--- src/rtl/pdc_pkg.sv ---
// Shared types, constants and the CRC byte step for the packet deframer.
package pdc_pkg;

  localparam int unsigned MAX_PAYLOAD_DEF = 64;
  localparam int unsigned HDR_FIELDS      = 6;   // header bytes kept before the length
  localparam int unsigned PAY_AW_MAX      = 6;   // address bits for the largest payload
  localparam int unsigned EVQ_DEPTH       = 2;
  localparam logic [15:0] CRC_POLY        = 16'h1021;

  typedef enum logic [2:0] {
    PH_SOF0,
    PH_SOF1,
    PH_HDR,
    PH_PAY,
    PH_CRCL,
    PH_CRCH
  } phase_e;

  typedef enum logic [2:0] {
    EV_PKT,
    EV_VER,
    EV_CRC,
    EV_LEN,
    EV_NADDR
  } event_e;

  typedef enum logic [2:0] {
    CFG_SELF,
    CFG_BCAST,
    CFG_VERSION,
    CFG_SOF0,
    CFG_SOF1,
    CFG_CRC_INIT
  } cfg_idx_e;

  typedef struct packed {
    logic [7:0]  self_node;
    logic [7:0]  bcast_node;
    logic [7:0]  version;
    logic [7:0]  sof0;
    logic [7:0]  sof1;
    logic [15:0] crc_init;
  } cfg_t;

  typedef struct packed {
    event_e          kind;
    logic [5:0][7:0] hdr;   // version, source, destination, type, flags, sequence
    logic [6:0]      len;
  } desc_t;

  typedef struct packed {
    logic                  we;
    logic [PAY_AW_MAX-1:0] addr;
    logic [7:0]            data;
  } pay_wr_t;

  typedef struct packed {
    event_e          kind;
    logic [5:0][7:0] hdr;
    logic [6:0]      len;
    logic [7:0]      pbyte;
    logic [5:0]      idx;
    logic            last;
  } res_t;

  function automatic logic [15:0] crc16_byte(input logic [15:0] crc, input logic [7:0] b);
    logic [15:0] c;
    c = crc ^ {b, 8'h00};
    for (int i = 0; i < 8; i++) begin
      c = c[15] ? ({c[14:0], 1'b0} ^ CRC_POLY) : {c[14:0], 1'b0};
    end
    return c;
  endfunction

endpackage

--- src/rtl/packet_deframer_crc_check_core.sv ---
// Top level of the packet deframer with CRC-16 check: config registers and stream ports.
// Input: one word per cycle; a payload word waits while an event is queued or a replay is
//   running, a length or high trailer word waits while the two-entry queue is full.
// Output: a single-word event passes the event queue and the output register; a replay
//   runs one word per cycle from the payload memory while the receiver takes each word.
// Reset (async, active low) clears control and sets config registers to defaults;
//   the payload memory is not cleared.
module packet_deframer_crc_check_core #(
  parameter int unsigned MAX_PAYLOAD = pdc_pkg::MAX_PAYLOAD_DEF
) (
  input  logic        clk_i,
  input  logic        rst_ni,
  input  logic        s_axis_tvalid,
  output logic        s_axis_tready,
  input  logic [7:0]  s_axis_tdata,   // rx_byte
  output logic        m_axis_tvalid,
  input  logic        m_axis_tready,
  // version, source, destination, message_type, flag_bits, sequence_res,
  // payload_length, payload_byte, byte_index, zero pad
  output logic [71:0] m_axis_tdata,
  output logic [2:0]  m_axis_tuser,   // event_kind
  output logic        m_axis_tlast,   // last
  input  logic        cfg_we_i,
  input  logic [2:0]  cfg_addr_i,
  input  logic [15:0] cfg_wdata_i
);
  import pdc_pkg::*;

  cfg_t    cfg_q;
  logic    push;
  desc_t   push_desc;
  logic    q_full;
  logic    q_valid;
  logic    q_pop;
  desc_t   q_desc;
  logic    back_busy;
  pay_wr_t pay_wr;
  res_t    res;

  always_ff @(posedge clk_i or negedge rst_ni) begin
    if (!rst_ni) begin
      cfg_q.self_node  <= 8'd0;
      cfg_q.bcast_node <= 8'd255;
      cfg_q.version    <= 8'd1;
      cfg_q.sof0       <= 8'hA5;
      cfg_q.sof1       <= 8'h5A;
      cfg_q.crc_init   <= 16'hFFFF;
    end else if (cfg_we_i) begin
      case (cfg_idx_e'(cfg_addr_i))
        CFG_SELF:     cfg_q.self_node  <= cfg_wdata_i[7:0];
        CFG_BCAST:    cfg_q.bcast_node <= cfg_wdata_i[7:0];
        CFG_VERSION:  cfg_q.version    <= cfg_wdata_i[7:0];
        CFG_SOF0:     cfg_q.sof0       <= cfg_wdata_i[7:0];
        CFG_SOF1:     cfg_q.sof1       <= cfg_wdata_i[7:0];
        CFG_CRC_INIT: cfg_q.crc_init   <= cfg_wdata_i;
        default:      cfg_q            <= cfg_q;
      endcase
    end
  end

  pdc_front #(
    .MAX_PAYLOAD(MAX_PAYLOAD)
  ) u_front (
    .clk_i,
    .rst_ni,
    .cfg_i         (cfg_q),
    .in_valid_i    (s_axis_tvalid),
    .in_ready_o    (s_axis_tready),
    .in_byte_i     (s_axis_tdata),
    .q_full_i      (q_full),
    .replay_busy_i (back_busy || q_valid),
    .push_o        (push),
    .desc_o        (push_desc),
    .pay_wr_o      (pay_wr)
  );

  pdc_evq u_evq (
    .clk_i,
    .rst_ni,
    .push_i  (push),
    .desc_i  (push_desc),
    .full_o  (q_full),
    .valid_o (q_valid),
    .pop_i   (q_pop),
    .desc_o  (q_desc)
  );

  pdc_back #(
    .MAX_PAYLOAD(MAX_PAYLOAD)
  ) u_back (
    .clk_i,
    .rst_ni,
    .pay_wr_i    (pay_wr),
    .q_valid_i   (q_valid),
    .q_desc_i    (q_desc),
    .q_pop_o     (q_pop),
    .busy_o      (back_busy),
    .out_valid_o (m_axis_tvalid),
    .out_ready_i (m_axis_tready),
    .out_o       (res)
  );

  assign m_axis_tdata = {3'b000, res.idx, res.pbyte, res.len, res.hdr};
  assign m_axis_tuser = res.kind;
  assign m_axis_tlast = res.last;

endmodule

--- src/rtl/pdc_front.sv ---
// Front part: start-byte hunt, header capture, CRC, payload write and event classification.
module pdc_front #(
  parameter int unsigned MAX_PAYLOAD = pdc_pkg::MAX_PAYLOAD_DEF
) (
  input  logic             clk_i,
  input  logic             rst_ni,
  input  pdc_pkg::cfg_t    cfg_i,
  input  logic             in_valid_i,
  output logic             in_ready_o,
  input  logic [7:0]       in_byte_i,
  input  logic             q_full_i,
  input  logic             replay_busy_i,
  output logic             push_o,
  output pdc_pkg::desc_t   desc_o,
  output pdc_pkg::pay_wr_t pay_wr_o
);
  import pdc_pkg::*;

  localparam logic [7:0] MaxLen = 8'(MAX_PAYLOAD);

  phase_e          phase_q, phase_d;
  logic [6:0]      pos_q;
  logic [6:0]      len_q;
  logic [5:0][7:0] hdr_q;
  logic [15:0]     crc_q;
  logic [7:0]      crc_lo_q;

  logic        acc;
  logic        hdr_end;
  logic        len_bad;
  logic        pay_end;
  logic [15:0] crc_next;
  logic [15:0] crc_got;

  assign acc      = in_valid_i & in_ready_o;
  assign hdr_end  = (pos_q == 7'(HDR_FIELDS));
  assign len_bad  = (in_byte_i > MaxLen);
  assign pay_end  = ((pos_q + 7'd1) == len_q);
  assign crc_next = crc16_byte(crc_q, in_byte_i);
  assign crc_got  = {in_byte_i, crc_lo_q};

  // Hold the length word or the high trailer word while the queue is full; hold payload
  // while a replay still needs the payload memory.
  always_comb begin
    case (phase_q)
      PH_HDR:  in_ready_o = !(hdr_end && q_full_i);
      PH_CRCH: in_ready_o = !q_full_i;
      PH_PAY:  in_ready_o = !replay_busy_i;
      default: in_ready_o = 1'b1;
    endcase
  end

  always_comb begin
    phase_d = phase_q;
    if (acc) begin
      case (phase_q)
        PH_SOF1: begin
          if (in_byte_i == cfg_i.sof1) begin
            phase_d = PH_HDR;
          end else if (in_byte_i != cfg_i.sof0) begin
            phase_d = PH_SOF0;
          end
        end
        PH_HDR: begin
          if (hdr_end) begin
            if (len_bad) begin
              phase_d = PH_SOF0;
            end else if (in_byte_i == 8'd0) begin
              phase_d = PH_CRCL;
            end else begin
              phase_d = PH_PAY;
            end
          end
        end
        PH_PAY: begin
          if (pay_end) begin
            phase_d = PH_CRCL;
          end
        end
        PH_CRCL: phase_d = PH_CRCH;
        PH_CRCH: phase_d = PH_SOF0;
        default: phase_d = (in_byte_i == cfg_i.sof0) ? PH_SOF1 : PH_SOF0;
      endcase
    end
  end

  always_comb begin
    push_o        = 1'b0;
    desc_o.kind   = EV_PKT;
    desc_o.hdr    = hdr_q;
    desc_o.len    = len_q;
    pay_wr_o.we   = 1'b0;
    pay_wr_o.addr = pos_q[PAY_AW_MAX-1:0];
    pay_wr_o.data = in_byte_i;
    case (phase_q)
      PH_HDR: begin
        push_o      = acc && hdr_end && len_bad;
        desc_o.kind = EV_LEN;
        desc_o.len  = in_byte_i[7] ? 7'h7F : in_byte_i[6:0];
      end
      PH_PAY: begin
        pay_wr_o.we = acc;
      end
      PH_CRCH: begin
        push_o = acc;
        if (crc_got != crc_q) begin
          desc_o.kind = EV_CRC;
        end else if (hdr_q[2] != cfg_i.self_node && hdr_q[2] != cfg_i.bcast_node) begin
          desc_o.kind = EV_NADDR;
        end else if (hdr_q[0] != cfg_i.version) begin
          desc_o.kind = EV_VER;
        end else begin
          desc_o.kind = EV_PKT;
        end
      end
      default: begin
        push_o = 1'b0;
      end
    endcase
  end

  always_ff @(posedge clk_i or negedge rst_ni) begin
    if (!rst_ni) begin
      phase_q  <= PH_SOF0;
      pos_q    <= '0;
      len_q    <= '0;
      hdr_q    <= '0;
      crc_q    <= 16'hFFFF;
      crc_lo_q <= '0;
    end else begin
      phase_q <= phase_d;
      if (acc) begin
        case (phase_q)
          PH_SOF1: begin
            if (in_byte_i == cfg_i.sof1) begin
              pos_q <= '0;
              crc_q <= cfg_i.crc_init;
            end
          end
          PH_HDR: begin
            crc_q <= crc_next;
            if (!hdr_end) begin
              hdr_q[pos_q[2:0]] <= in_byte_i;
              pos_q             <= pos_q + 7'd1;
            end else begin
              pos_q <= '0;
              len_q <= len_bad ? 7'd0 : in_byte_i[6:0];
            end
          end
          PH_PAY: begin
            crc_q <= crc_next;
            pos_q <= pay_end ? 7'd0 : pos_q + 7'd1;
          end
          PH_CRCL: crc_lo_q <= in_byte_i;
          PH_CRCH: pos_q <= '0;
          default: pos_q <= pos_q;
        endcase
      end
    end
  end

endmodule

--- src/rtl/pdc_evq.sv ---
// Two-entry event queue between the front and back parts.
module pdc_evq (
  input  logic           clk_i,
  input  logic           rst_ni,
  input  logic           push_i,
  input  pdc_pkg::desc_t desc_i,
  output logic           full_o,
  output logic           valid_o,
  input  logic           pop_i,
  output pdc_pkg::desc_t desc_o
);
  import pdc_pkg::*;

  localparam int unsigned PtrW = $clog2(EVQ_DEPTH);
  localparam int unsigned CntW = $clog2(EVQ_DEPTH + 1);

  desc_t            ents [EVQ_DEPTH];
  logic [PtrW-1:0]  wptr_q;
  logic [PtrW-1:0]  rptr_q;
  logic [CntW-1:0]  cnt_q;

  assign full_o  = (cnt_q == CntW'(EVQ_DEPTH));
  assign valid_o = (cnt_q != '0);
  assign desc_o  = ents[rptr_q];

  always_ff @(posedge clk_i) begin
    if (push_i) begin
      ents[wptr_q] <= desc_i;
    end
  end

  always_ff @(posedge clk_i or negedge rst_ni) begin
    if (!rst_ni) begin
      wptr_q <= '0;
      rptr_q <= '0;
      cnt_q  <= '0;
    end else begin
      if (push_i) begin
        wptr_q <= wptr_q + PtrW'(1);
      end
      if (pop_i) begin
        rptr_q <= rptr_q + PtrW'(1);
      end
      case ({push_i, pop_i})
        2'b10:   cnt_q <= cnt_q + CntW'(1);
        2'b01:   cnt_q <= cnt_q - CntW'(1);
        default: cnt_q <= cnt_q;
      endcase
    end
  end

endmodule

--- src/rtl/pdc_back.sv ---
// Back part: payload memory, replay of good packets and the output register.
module pdc_back #(
  parameter int unsigned MAX_PAYLOAD = pdc_pkg::MAX_PAYLOAD_DEF
) (
  input  logic             clk_i,
  input  logic             rst_ni,
  input  pdc_pkg::pay_wr_t pay_wr_i,
  input  logic             q_valid_i,
  input  pdc_pkg::desc_t   q_desc_i,
  output logic             q_pop_o,
  output logic             busy_o,
  output logic             out_valid_o,
  input  logic             out_ready_i,
  output pdc_pkg::res_t    out_o
);
  import pdc_pkg::*;

  localparam int unsigned AW = (MAX_PAYLOAD > 1) ? $clog2(MAX_PAYLOAD) : 1;

  logic [7:0] pay_mem [MAX_PAYLOAD];
  logic [7:0] rdata_q;

  logic       busy_q;
  logic [6:0] cnt_q;
  desc_t      cur_q;
  logic       s1_v_q;
  logic [5:0] s1_idx_q;
  logic       s1_last_q;
  logic       out_v_q;
  res_t       out_q;

  logic s2_ok;
  logic s1_to_s2;
  logic issue;
  logic issue_last;
  logic start_replay;

  assign s2_ok        = !out_v_q || out_ready_i;
  assign s1_to_s2     = s1_v_q && s2_ok;
  assign issue        = busy_q && (!s1_v_q || s1_to_s2);
  assign issue_last   = ((cnt_q + 7'd1) == cur_q.len);
  assign q_pop_o      = !busy_q && !s1_v_q && q_valid_i && s2_ok;
  assign start_replay = q_pop_o && (q_desc_i.kind == EV_PKT) && (q_desc_i.len != 7'd0);

  assign busy_o      = busy_q;
  assign out_valid_o = out_v_q;
  assign out_o       = out_q;

  always_ff @(posedge clk_i) begin
    if (pay_wr_i.we) begin
      pay_mem[pay_wr_i.addr[AW-1:0]] <= pay_wr_i.data;
    end
    if (issue) begin
      rdata_q <= pay_mem[cnt_q[AW-1:0]];
    end
  end

  always_ff @(posedge clk_i or negedge rst_ni) begin
    if (!rst_ni) begin
      busy_q  <= 1'b0;
      cnt_q   <= '0;
      s1_v_q  <= 1'b0;
      out_v_q <= 1'b0;
    end else begin
      if (start_replay) begin
        busy_q <= 1'b1;
        cnt_q  <= '0;
      end else if (issue) begin
        cnt_q <= cnt_q + 7'd1;
        if (issue_last) begin
          busy_q <= 1'b0;
        end
      end
      if (issue) begin
        s1_v_q <= 1'b1;
      end else if (s1_to_s2) begin
        s1_v_q <= 1'b0;
      end
      if (s1_to_s2 || (q_pop_o && !start_replay)) begin
        out_v_q <= 1'b1;
      end else if (out_ready_i) begin
        out_v_q <= 1'b0;
      end
    end
  end

  always_ff @(posedge clk_i) begin
    if (q_pop_o) begin
      cur_q <= q_desc_i;
    end
    if (issue) begin
      s1_idx_q  <= cnt_q[5:0];
      s1_last_q <= issue_last;
    end
    if (s1_to_s2) begin
      out_q.kind  <= EV_PKT;
      out_q.hdr   <= cur_q.hdr;
      out_q.len   <= cur_q.len;
      out_q.pbyte <= rdata_q;
      out_q.idx   <= s1_idx_q;
      out_q.last  <= s1_last_q;
    end else if (q_pop_o && !start_replay) begin
      // single-word event: error, foreign packet or empty good packet
      out_q.kind  <= q_desc_i.kind;
      out_q.hdr   <= q_desc_i.hdr;
      out_q.len   <= q_desc_i.len;
      out_q.pbyte <= '0;
      out_q.idx   <= '0;
      out_q.last  <= 1'b1;
    end
  end

endmodule

--- config.mk ---
export PLATFORM = sky130hd
export DESIGN_NAME = packet_deframer_crc_check_core
export DESIGN_NICKNAME = d
export VERILOG_FILES = /design/src/rtl/pdc_pkg.sv /design/src/rtl/packet_deframer_crc_check_core.sv /design/src/rtl/pdc_front.sv /design/src/rtl/pdc_evq.sv /design/src/rtl/pdc_back.sv
export SDC_FILE = /design/constraint.sdc
export NUM_CORES = 1
export LEC_CHECK = 0
export BUFFER_PORTS_ARGS = -buffer_cell sky130_fd_sc_hd__buf_2
export CORE_MARGIN = 4
export CORE_UTILIZATION = 58
export CTS_CLUSTER_DIAMETER = 120
export CTS_CLUSTER_SIZE = 20
export DETAILED_ROUTE_END_ITERATION = 7
export PLACE_DENSITY = 0.78
export SETUP_SLACK_MARGIN = 0.02
export SYNTH_ARGS = -nofsm -noshare
export SYNTH_HDL_FRONTEND = slang
export SYNTH_SLANG_ARGS = --single-unit
--- constraint.sdc ---
create_clock -name clk_i -period 7.2 [get_ports clk_i]
set_input_delay 0.36 -clock clk_i [delete_from_list [all_inputs] [get_ports clk_i]]
set_output_delay 0.36 -clock clk_i [all_outputs]
set_load 0.005 [all_outputs]
==> results of run 1 <==
final cells by class:
class	instances	area share
Clock buffer	83	0.0359
Clock inverter	3	0.000717
Sequential cell	930	0.677
Multi-Input combinational cell	976	0.238
Tap cell	846	0.0264
Inverter	5	0.000468
Timing Repair Buffer	142	0.0212
Antenna cell	2	0.000125
power by group through the flow:
stage | sequential, mW | clock [mW] | combinational [mW]
finish | 6.73 | 3.01 | 1.50
CTS | 6.74 | 3.05 | 1.53
detailed placement | 6.86 | 0 | 1.52
floorplan | 6.82 | 0 | 0.923
global placement | 6.84 | 0 | 1.48
global route | 6.79 | 3.28 | 1.63
layer usage:
layer | GRT usage | wire length, µm | vias up
met1 | 0.352 | 32700 | 9755
met5 | 0 | 0 | -
met3 | 0.0389 | 6240 | 103
met2 | 0.377 | 38800 | 847
li1 | - | - | 7972
met4 | 0.0540 | 1660 | 0
what timing repair did:
item / CTS / global route
hold buffers: 9 / 0
hold endpoints to repair: 63 / 0
resized for setup: 0 / 0
flip-flops by register name, indices dropped and copies added, names as in the netlist:
name	flops
cfg_q	56
u_back.busy_o	1
u_back.cnt_q	7
u_back.cur_q	55
u_back.out_o	73
u_back.out_valid_o	1
u_back.pay_mem	512
u_back.rdata_q	8
u_back.s1_idx_q	6
u_back.s1_last_q	1
u_back.s1_v_q	1
u_evq.cnt_q	2
u_evq.ents	116
u_evq.rptr_q	1
u_evq.wptr_q	1
u_front.crc_lo_q	8
u_front.crc_q	16
u_front.desc_o	48
u_front.len_q	7
u_front.phase_q	3
u_front.pos_q	7
critical path: stages (launching register included):
cell                      delay (ns)
sky130_fd_sc_hd__dfrtp_1        0.51
sky130_fd_sc_hd__nor3b_2        0.87
sky130_fd_sc_hd__nand2_1        0.25
sky130_fd_sc_hd__a311o_1        0.51
sky130_fd_sc_hd__nor3_2         0.23
sky130_fd_sc_hd__a31oi_1        0.15
sky130_fd_sc_hd__nor2_4         1.00
sky130_fd_sc_hd__buf_4          0.44
layout by cell type (no fill, tap or decap), drive strengths merged, types with 17 or more instances in the layout:
master	synthesis	final
mux2	247	247
buf	40	133
edfxtp	768	768
clkbuf	55	83
o21ai	39	39
nor3	17	17
nand2b	17	17
o22ai	17	17
xor2	26	26
dfrtp	110	110
dfstp	49	49
mux2i	40	40
a21oi	26	26
mux4	134	134
xnor2	72	72
nand2	71	71
nor2	129	129
and2	17	17
per-stage QoR:
| stage | setup WS, ns | instances |
|---|---|---|
| 6_report | 2.91 | 2987 |
| 5_1_grt | 2.51 | 2985 |
| 4_1_cts | 2.92 | 2984 |
| 3_5_place_dp | 2.95 | 2889 |
| 3_3_place_gp | 3.06 | 2889 |
| 2_1_floorplan | 1.88 | 2006 |
cell families (layout without fill, tap and decap cells):
family	after synthesis	after routing	share of synthesized area
adders and majority gates	4	4	0.00135
AOI/OAI and AO/OA	118	118	0.0210
and+or+nand+nor	332	332	0.0437
other	1	5	0.000101
xor gates and xnor gates	98	98	0.0231
muxes	421	421	0.167
DFF	930	930	0.732
buffers and inverters	100	233	0.0118
path summary, 6_finish.rpt:
path / from / to / cells after the start
max in group asynchronous: rst_ni / u_back.cnt_q[0] / 3
min in group asynchronous: rst_ni / u_front.crc_lo_q[3] / 2
min reg2reg: u_front.desc_o[31] / u_evq.ents[0][31] / 0
max: u_front.phase_q[1] / u_evq.ents[0][24] / 7
min: cfg_wdata_i[7] / cfg_q[39] / 2
max reg2reg: u_front.phase_q[1] / u_evq.ents[0][24] / 7
==> parameters.txt, run 1 <==
Parameter                              Value

CTS
  Number of clock buffers inserted by TritonCTS ... 52
  CTS Root Buffer Type ... sky130_fd_sc_hd__clkbuf_16
  Clock Sinks ... 930
  Number of buffers on the longest clock path ... 3
  Clk pin slew, worst setup/hold paths ... 0.08 ns
  TritonCTS clock tree ... done
  Number of post-CTS setup repair buffers ... 0
  Clock Latency Late Sink ... 0.63 ns
  Number of H-tree levels ... 2

Floorplan
  Die Ht ... 261 µm
  Starting density of the core ... 0.587
  Ports placed on the boundary ... 110
  Die Footprint ... 68100 µm²
  Floorplan Core Area ... 63200 µm²
  Die Span X ... 261 µm
  Standard-cell rows ... 92

Timing
  Minimum period implied by the final worst setup slack ... 4.29 ns
  Unrepaired setup endpoints after global routing ... no
  Worst slew pin tran ... 1.24 ns
  Worst hold margin ... 0.112 ns
  Maximum operating frequency ... 0.233 GHz
  Worst max-slew margin expressed relative to the limit ... 0.174
  Final setup vio count ... 0
  Setup total negative slack ... 0 ns
  Final clock period utilization by the worst path ... 0.596
  Final Max Slew Viols ... 0
  Final hold viol count ... 0
  Largest clock skew in the final design ... 0.0273 ns

Final layout
  Total area of multi-input combinational cells ... 9550 µm²
  Nets ... 2143
  Final instance area ... 40100 µm²
  Synthesis-to-finish area growth ... 8.11%
  Fraction of final layout cells with drive strength greater than 1 ... 0.303
  Register cell area after layout ... 27200 µm²
  Finished Core Util ... 0.635
  Fill count ... 4217

GRT
  Pin count of the biggest net entering global routing ... 104
  Global router's overall resource usage ... 0.236
  Sum of overflow across all layers after global routing ... 0
  Wire length of the first global-routing pass ... 120 mm
  Via count of the first global-routing pass ... 18700
  Number of antenna violations at the first check in global routing ... 1

Placed design
  Cell area after placement ... 38600 µm²
  Routability-driven placement congestion ratio ... 0.867
  HPWL after detailed placement ... 48.8 mm
  Count of input and output buffers ... 106

Critical path
  Reg2reg setup slack ... 2.91 ns
  Path type of the worst setup path ... reg2reg
  Worst Setup End Kind ... flip-flop
  Data required time at the worst endpoint ... 7.49 ns
  Critical path peak fanout ... 40
  Arrival @ worst endpoint ... 4.59 ns
  Type of element launching the critical path ... flip-flop

Run
  Max cap viols ... 0

Power and ir drop
  Power per cell area ... 280 nW/µm²
  Pint ... 8.58 mW
  Switching share of total power ... 0.237
  Power consumption ... 11.2 mW
  Share of total power in sequential cells ... 0.599
  Leakage component of the power ... 13.3 nW
  Proportion of power drawn by combinational gates ... 0.133
  Worst ir drop on vdd ... 0.000188 V
  Part of the power in the clock network ... 0.267
  Switching power summed over all nets ... 2.66 mW

Route
  Average wire per cell in the routed design ... 26.6 µm
  Detailed Route WL ... 79.4 mm
  DR vias ... 18700
  Via count normalized by instance count ... 6.25
  Violation count after the first detailed-route iteration ... 2215
  Number of DRC violations after detailed routing ... 0
  First drt pass iteration count ... 5
  Number of antenna-violating nets in the routed design ... 0

Synth
  Post-synthesis sequential area ratio ... 0.732
  Number of cells produced by synthesis ... 2004
  Ranking of synthesized cells by instance count ... 768 x sky130_fd_sc_hd__edfxtp_1, 247 x sky130_fd_sc_hd__mux2_2, 134 x sky130_fd_sc_hd__mux4_2
  Number of different library cells in the post-synthesis netlist ... 71
  Prevailing post-synth register cell ... sky130_fd_sc_hd__edfxtp_1
  Yosys warning total ... 0
  Number of synthesized register bits ... 930
  Biggest area consumer among synthesized cells ... sky130_fd_sc_hd__edfxtp_1
  Netlist area before placement ... 37100 µm²
  Yosys top cell area share ... 0.621
  Async SR Flop Fraction ... 0.171
  Most instantiated library cell after synthesis ... sky130_fd_sc_hd__edfxtp_1
  Number of enable-type register cells in the synthesized netlist ... 768
  Largest cells by area after synthesis ... sky130_fd_sc_hd__edfxtp_1 62%, sky130_fd_sc_hd__mux4_2 8.1%, sky130_fd_sc_hd__mux2_2 7.5%, sky130_fd_sc_hd__dfrtp_1 7.4%, sky130_fd_sc_hd__dfstp_2 3.5%
  Avg Inst Size Synth ... 18.5 µm²

Outcome
  Run status ... complete, no violations

Hold path
  Hold Path Class ... in2reg
Power figures use the tool's default switching activity.
==> run 2: changes to the inputs <==
==> constraint.sdc (replaced) <==
create_clock -name clk_i -period 4.1 [get_ports clk_i]
set_input_delay 0.205 -clock clk_i [delete_from_list [all_inputs] [get_ports clk_i]]
set_output_delay 0.205 -clock clk_i [all_outputs]
set_load 0.005 [all_outputs]
==> parameters.txt, run 2 (synthesis results as in run 1) <==
Parameter                              Value

CTS
  Clk pin slew, worst setup/hold paths ... 0.09 ns (was 0.08 ns)
  Number of clock buffers inserted by TritonCTS ... 52 (unchanged)
  Number of H-tree levels ... 2 (unchanged)
  Clock Latency Late Sink ... 0.63 ns (about the same)
  Clock Sinks ... 930 (unchanged)
  Number of buffers on the longest clock path ... 3 (unchanged)
  TritonCTS clock tree ... done (unchanged)
  CTS Root Buffer Type ... sky130_fd_sc_hd__clkbuf_16 (unchanged)

Run
  Max cap viols ... 0 (unchanged)

Floorplan
  Die Ht ... 261 µm (unchanged)
  Standard-cell rows ... 92 (unchanged)
  Ports placed on the boundary ... 110 (unchanged)
  Die Span X ... 261 µm (unchanged)
  Starting density of the core ... 0.587 (unchanged)
  Die Footprint ... 68100 µm² (unchanged)
  Floorplan Core Area ... 63200 µm² (unchanged)

Final layout
  Count of non-filler cells in the finished layout ... 3021 (was 2987)
  Nets ... 2177 (was 2143)
  Max FFs per register ... 512 (unchanged)
  Fraction of final layout cells with drive strength greater than 1 ... 0.310 (was 0.303)
  Finished Core Util ... 0.641 (was 0.635)
  Commonest cells after routing, fill and taps aside ... 768 x sky130_fd_sc_hd__edfxtp_1, 247 x sky130_fd_sc_hd__mux2_2, 134 x sky130_fd_sc_hd__mux4_2 (unchanged)
  Synthesis-to-finish area growth ... 9.09% (was 8.11%)
  Most common cell after layout, fill and taps aside ... sky130_fd_sc_hd__edfxtp_1 (unchanged)

Power and ir drop
  Worst ir drop on vdd ... 0.000436 V (was 0.000188 V)
  Power consumption ... 19.8 mW (was 11.2 mW)
  Leakage component of the power ... 13.5 nW (was 13.3 nW)
  Power per cell area ... 488 nW/µm² (was 280 nW/µm²)

Critical path
  Data required time at the worst endpoint ... 4.34 ns (was 7.49 ns)
  Path type of the worst setup path ... reg2reg (unchanged)
  Worst Setup End Kind ... flip-flop (unchanged)
  Arrival @ worst endpoint ... 3.77 ns (was 4.59 ns)
  Type of element launching the critical path ... flip-flop (unchanged)
  Critical path peak fanout ... 13 (was 40)

Timing
  Worst slew pin tran ... 1.20 ns (was 1.24 ns)
  Worst max-slew margin expressed relative to the limit ... 0.194 (was 0.174)
  Final setup vio count ... 0 (unchanged)
  Setup total negative slack ... 0 ns (unchanged)
  Final hold viol count ... 0 (unchanged)
  Final clock period utilization by the worst path ... 0.859 (was 0.596)
  Largest clock skew in the final design ... 0.0307 ns (was 0.0273 ns)
  Maximum operating frequency ... 0.284 GHz (was 0.233 GHz)
  Unrepaired setup endpoints after global routing ... no (unchanged)
  Final Max Slew Viols ... 0 (unchanged)
  Minimum period implied by the final worst setup slack ... 3.52 ns (was 4.29 ns)

Route
  Via count normalized by instance count ... 6.14 (was 6.25)
  Detailed Route WL ... 77.8 mm (was 79.4 mm)
  Violation count after the first detailed-route iteration ... 1840 (was 2215)
  First drt pass iteration count ... 5 (unchanged)
  DR vias ... 18600 (was 18700)
  Number of DRC violations after detailed routing ... 0 (unchanged)
  Number of antenna-violating nets in the routed design ... 0 (unchanged)
  Average wire per cell in the routed design ... 25.8 µm (was 26.6 µm)

GRT
  Grt met3 use ... 0.0581 (was 0.0389)
  Number of antenna violations at the first check in global routing ... 2 (was 1)
  Global router's overall resource usage ... 0.233 (was 0.236)
  Via count of the first global-routing pass ... 18800 (was 18700)
  Sum of overflow across all layers after global routing ... 0 (unchanged)
  GR met1 Demand/Resource ... 0.333 (was 0.352)
  Met2 Track Usage GR ... 0.373 (was 0.377)
  Pin count of the biggest net entering global routing ... 81 (was 104)
  Most utilized layer in the global route result ... met2 (unchanged)
  Wire length of the first global-routing pass ... 119 mm (was 120 mm)

Placed design
  HPWL after detailed placement ... 49.8 mm (was 48.8 mm)
  Routability-driven placement congestion ratio ... 0.850 (was 0.867)
  Number of cells in the design after placement ... 2915 (was 2889)
  Count of input and output buffers ... 106 (unchanged)

Hold path
  Hold Path Class ... in2reg (unchanged)

Outcome
  Run status ... complete, no violations (unchanged)
run 2: through the flow:
step	hold WS, ns	area [µm²]	setup slack (ns)
after floorplan	-0.0906	37100	0.0688
after global placement	0.289	38800	0.722
after detailed placement	0.297	38800	0.654
after CTS	0.0252	40500	0.622
after global routing	0.0370	40500	0.343
final	0.0555	40500	0.576
run 2: where the power goes:
part / switching [mW] / internal (mW)
Sequential: 0.388 / 11.4
Combinational: 1.46 / 1.23
Clock: 2.85 / 2.42
run 2: final cells by class:
type	count	area (µm²)
diodes	1	2.50
clock buffers	83	1440
clock inverters	4	31.3
fillers	4198	22700
inverters	5	18.8
multi-input cells	976	9550
flip-flops and latches	930	27200
well taps	846	1060
repair buffers	176	1210
run 2: routing by layer:
layer  vias up  wire length [µm]
met1      9660             31400
met2       759             37800
met4         4              1590
met5         -                27
met3        98              6920
li1       8040                 -
run 2: final timing paths:
check | cells past startpoint | start | to | slack (ns)
worst max-delay path | 5 | u_front.phase_q[2] | u_back.pay_mem[12][1] | 0.58
worst min-delay path | 2 | s_axis_tdata[0] | u_front.crc_lo_q[0] | 0.06
worst max register to register | 5 | u_front.phase_q[2] | u_back.pay_mem[12][1] | 0.58
worst min register to register | 0 | u_front.desc_o[42] | u_evq.ents[0][42] | 0.47
max in group asynchronous | 3 | rst_ni | u_back.cnt_q[0] | 2.95
min in group asynchronous | 2 | rst_ni | cfg_q[28] | 0.21
run 2: worst max-delay path: stages, from the launching register on:
cell and delay, ns:
sky130_fd_sc_hd__dfrtp_1 0.58, sky130_fd_sc_hd__nand2b_1 0.28, sky130_fd_sc_hd__o21ai_0 0.24, sky130_fd_sc_hd__nor4_1 0.60
sky130_fd_sc_hd__nand2_1 0.62, sky130_fd_sc_hd__nor2_1 0.84
run 2: timing repair:
item | CTS | global route
hold endpoints to repair | 97 | 0
hold buffers | 18 | 0
gates resized for setup | 0 | 0
buffers inserted | 0 | 0
==> run 3: changes to the inputs <==
--- a/config.mk
+++ b/config.mk
@@ -5,13 +5,14 @@
 export SDC_FILE = /design/constraint.sdc
 export NUM_CORES = 1
 export LEC_CHECK = 0
+export ABC_CLOCK_PERIOD_IN_PS = 4100
 export BUFFER_PORTS_ARGS = -buffer_cell sky130_fd_sc_hd__buf_2
 export CORE_MARGIN = 4
 export CORE_UTILIZATION = 58
 export CTS_CLUSTER_DIAMETER = 120
 export CTS_CLUSTER_SIZE = 20
 export DETAILED_ROUTE_END_ITERATION = 7
-export PLACE_DENSITY = 0.78
+export PLACE_DENSITY = 0.75
 export SETUP_SLACK_MARGIN = 0.02
 export SYNTH_ARGS = -nofsm -noshare
 export SYNTH_HDL_FRONTEND = slang
==> parameters.txt, run 3 (synthesis results as in run 1) <==
Parameter                              Value

Final layout
  Count of non-filler cells in the finished layout ... 3033 (was 3021)
  Most common cell after layout, fill and taps aside ... sky130_fd_sc_hd__edfxtp_1 (unchanged)
  Register cell area after layout ... 27200 µm² (unchanged)
  Nets ... 2192 (was 2177)
  Antenna diode count ... 0 (was 1)
  Synthesis-to-finish area growth ... 9.31% (was 9.09%)
  Max FFs per register ... 512 (unchanged)
  Commonest cells after routing, fill and taps aside ... 768 x sky130_fd_sc_hd__edfxtp_1, 247 x sky130_fd_sc_hd__mux2_2, 134 x sky130_fd_sc_hd__mux4_2 (unchanged)
  Total area of multi-input combinational cells ... 9550 µm² (about the same)
  Fill count ... 4244 (was 4198)
  Fraction of final layout cells with drive strength greater than 1 ... 0.314 (was 0.310)

CTS
  Count of cells resized by post-cts repair ... 0 (unchanged)
  Number of post-CTS setup repair buffers ... 0 (unchanged)
  Clk pin slew, worst setup/hold paths ... 0.09 ns (about the same)
  CTS Root Buffer Type ... sky130_fd_sc_hd__clkbuf_16 (unchanged)
  Clock Sinks ... 930 (unchanged)
  Number of clock buffers inserted by TritonCTS ... 52 (unchanged)
  Number of H-tree levels ... 2 (unchanged)
  TritonCTS clock tree ... done (unchanged)
  Number of buffers on the longest clock path ... 3 (unchanged)
  Clock Latency Late Sink ... 0.62 ns (was 0.63 ns)

Route
  Number of antenna-violating nets in the routed design ... 0 (unchanged)
  First drt pass iteration count ... 5 (unchanged)
  Detailed Route WL ... 78.0 mm (was 77.8 mm)
  Average wire per cell in the routed design ... 25.7 µm (was 25.8 µm)
  DR vias ... 18500 (was 18600)
  Number of DRC violations after detailed routing ... 0 (unchanged)
  Via count normalized by instance count ... 6.10 (was 6.14)
  Violation count after the first detailed-route iteration ... 2029 (was 1840)

Placed design
  Routability-driven placement congestion ratio ... 0.853 (was 0.850)
  HPWL after detailed placement ... 50.2 mm (was 49.8 mm)
  Count of input and output buffers ... 106 (unchanged)
  Number of cells in the design after placement ... 2931 (was 2915)

Floorplan
  Ports placed on the boundary ... 110 (unchanged)
  Floorplan Core Area ... 63200 µm² (unchanged)
  Standard-cell rows ... 92 (unchanged)
  Starting density of the core ... 0.587 (unchanged)
  Die Ht ... 261 µm (unchanged)
  Die Footprint ... 68100 µm² (unchanged)
  Die Span X ... 261 µm (unchanged)

Timing
  Final clock period utilization by the worst path ... 0.862 (was 0.859)
  Final setup vio count ... 0 (unchanged)
  Worst max-slew margin expressed relative to the limit ... 0.100 (was 0.194)
  Worst slew pin tran ... 1.34 ns (was 1.20 ns)
  Setup total negative slack ... 0 ns (unchanged)
  Final hold viol count ... 0 (unchanged)
  Unrepaired setup endpoints after global routing ... no (unchanged)
  Maximum operating frequency ... 0.283 GHz (was 0.284 GHz)
  Largest clock skew in the final design ... 0.0265 ns (was 0.0307 ns)
  Minimum period implied by the final worst setup slack ... 3.53 ns (was 3.52 ns)
  Final Max Slew Viols ... 0 (unchanged)

Critical path
  Path type of the worst setup path ... reg2reg (unchanged)
  CP Launch Point ... u_front.phase_q[2] (unchanged)
  Critical path peak fanout ... 13 (unchanged)
  Type of element launching the critical path ... flip-flop (unchanged)
  Reg2reg setup slack ... 0.57 ns (was 0.58 ns)
  Worst flop-to-flop path endpoint ... u_back.pay_mem[52][4] (was u_back.pay_mem[12][1])
  Data required time at the worst endpoint ... 4.35 ns (was 4.34 ns)
  Arrival @ worst endpoint ... 3.78 ns (was 3.77 ns)
  FF-to-FF path depth ... 5 (unchanged)
  Startpoint of the worst register-to-register path ... u_front.phase_q[2] (unchanged)
  Worst Setup End Kind ... flip-flop (unchanged)

GRT
  Number of antenna violations at the first check in global routing ... 3 (was 2)
  Sum of overflow across all layers after global routing ... 0 (unchanged)
  Pin count of the biggest net entering global routing ... 99 (was 81)
  Via count of the first global-routing pass ... 18700 (was 18800)
  Global router's overall resource usage ... 0.232 (was 0.233)
  Wire length of the first global-routing pass ... 118 mm (was 119 mm)

Hold path
  Worst hold start ... m_axis_tready (was s_axis_tdata[0])
  Hold Path Class ... in2reg (unchanged)
  Cells on Worst Hold Path ... 4 (was 2)
  Min-Delay Endpoint ... u_back.s1_v_q (was u_front.crc_lo_q[0])

Power and ir drop
  Leakage component of the power ... 13.6 nW (was 13.5 nW)
  Pint ... 15.1 mW (about the same)
  Part of the power in the clock network ... 0.266 (about the same)
  Power per cell area ... 486 nW/µm² (was 488 nW/µm²)
  Switching share of total power ... 0.236 (was 0.238)
  Worst ir drop on vdd ... 0.000334 V (was 0.000436 V)
  Power consumption ... 19.7 mW (was 19.8 mW)
  Share of total power in sequential cells ... 0.601 (was 0.597)
  Proportion of power drawn by combinational gates ... 0.133 (was 0.136)
  Switching power summed over all nets ... 4.66 mW (was 4.70 mW)

Run
  Max cap viols ... 0 (unchanged)

Outcome
  Run status ... complete, no violations (unchanged)
==> run 3: what timing repair did <==
action / in CTS / in global routing
hold buffers: 17 / 0
hold endpoints to repair: 128 / 0
endpoints found under the setup margin: 0 / 0
==> run 3: critical path, cell delays in order (launching register included) <==
cell                       delay (ns)
sky130_fd_sc_hd__dfrtp_1         0.56
sky130_fd_sc_hd__nand2b_1        0.28
sky130_fd_sc_hd__o21ai_0         0.25
sky130_fd_sc_hd__nor4_1          0.61
sky130_fd_sc_hd__nand2_1         0.64
sky130_fd_sc_hd__nor2_1          0.80
==> run 3: through the flow <==
| stage | setup WS [ns] | instance area [µm²] | util | hold slack, ns |
|---|---|---|---|---|
| floorplan | 0.0688 | 37100 | - | -0.0906 |
| global placement | 0.777 | 38900 | 0.616 | 0.387 |
| detailed placement | 0.632 | 38900 | 0.616 | 0.388 |
| CTS | 0.587 | 40600 | 0.642 | 0.0106 |
| global route | 0.277 | 40600 | 0.642 | 0.0495 |
| finish | 0.566 | 40600 | 0.642 | 0.0503 |
==> run 3: how the worst max path moves through the flow <==
stage	endpoint	slack, ns	cells past startpoint
after floorplan	u_back.out_o[0]	0.07	6
final	u_back.pay_mem[52][4]	0.57	5
after detailed placement	u_back.pay_mem[56][1]	0.63	5
after global placement	u_evq.ents[1][38]	0.78	7
after CTS	u_back.pay_mem[56][5]	0.59	5
after global routing	u_back.pay_mem[56][5]	0.28	5
==> run 3: power by group through the flow <==
stage	Clock, mW	Combinational [mW]	Sequential, mW
final	5.25	2.63	11.8
after global routing	5.72	2.85	11.9
after CTS	5.35	2.67	11.9
after detailed placement	0	2.64	12.1
after global placement	0	2.59	12.0
after floorplan	0	1.64	12.0
==> run 3: routing by layer <==
layer  vias to the layer above  wire, µm  global-route usage
met2                       707     37300               0.365
li1                       8073         -                   -
met1                      9629     32600               0.345
met3                       100      6410              0.0460
met4                         4      1740              0.0528
met5                         -        23                   0
==> run 3: area by class of cell <==
| class | instances | area share |
|---|---|---|
| sequential | 930 | 0.670 |
| multi-input combinational | 976 | 0.236 |
| clock buffer | 84 | 0.0356 |
| timing repair buffer | 191 | 0.0322 |
| tap | 846 | 0.0261 |
| inverter | 5 | 0.000463 |
| clock inverter | 1 | 0.000278 |
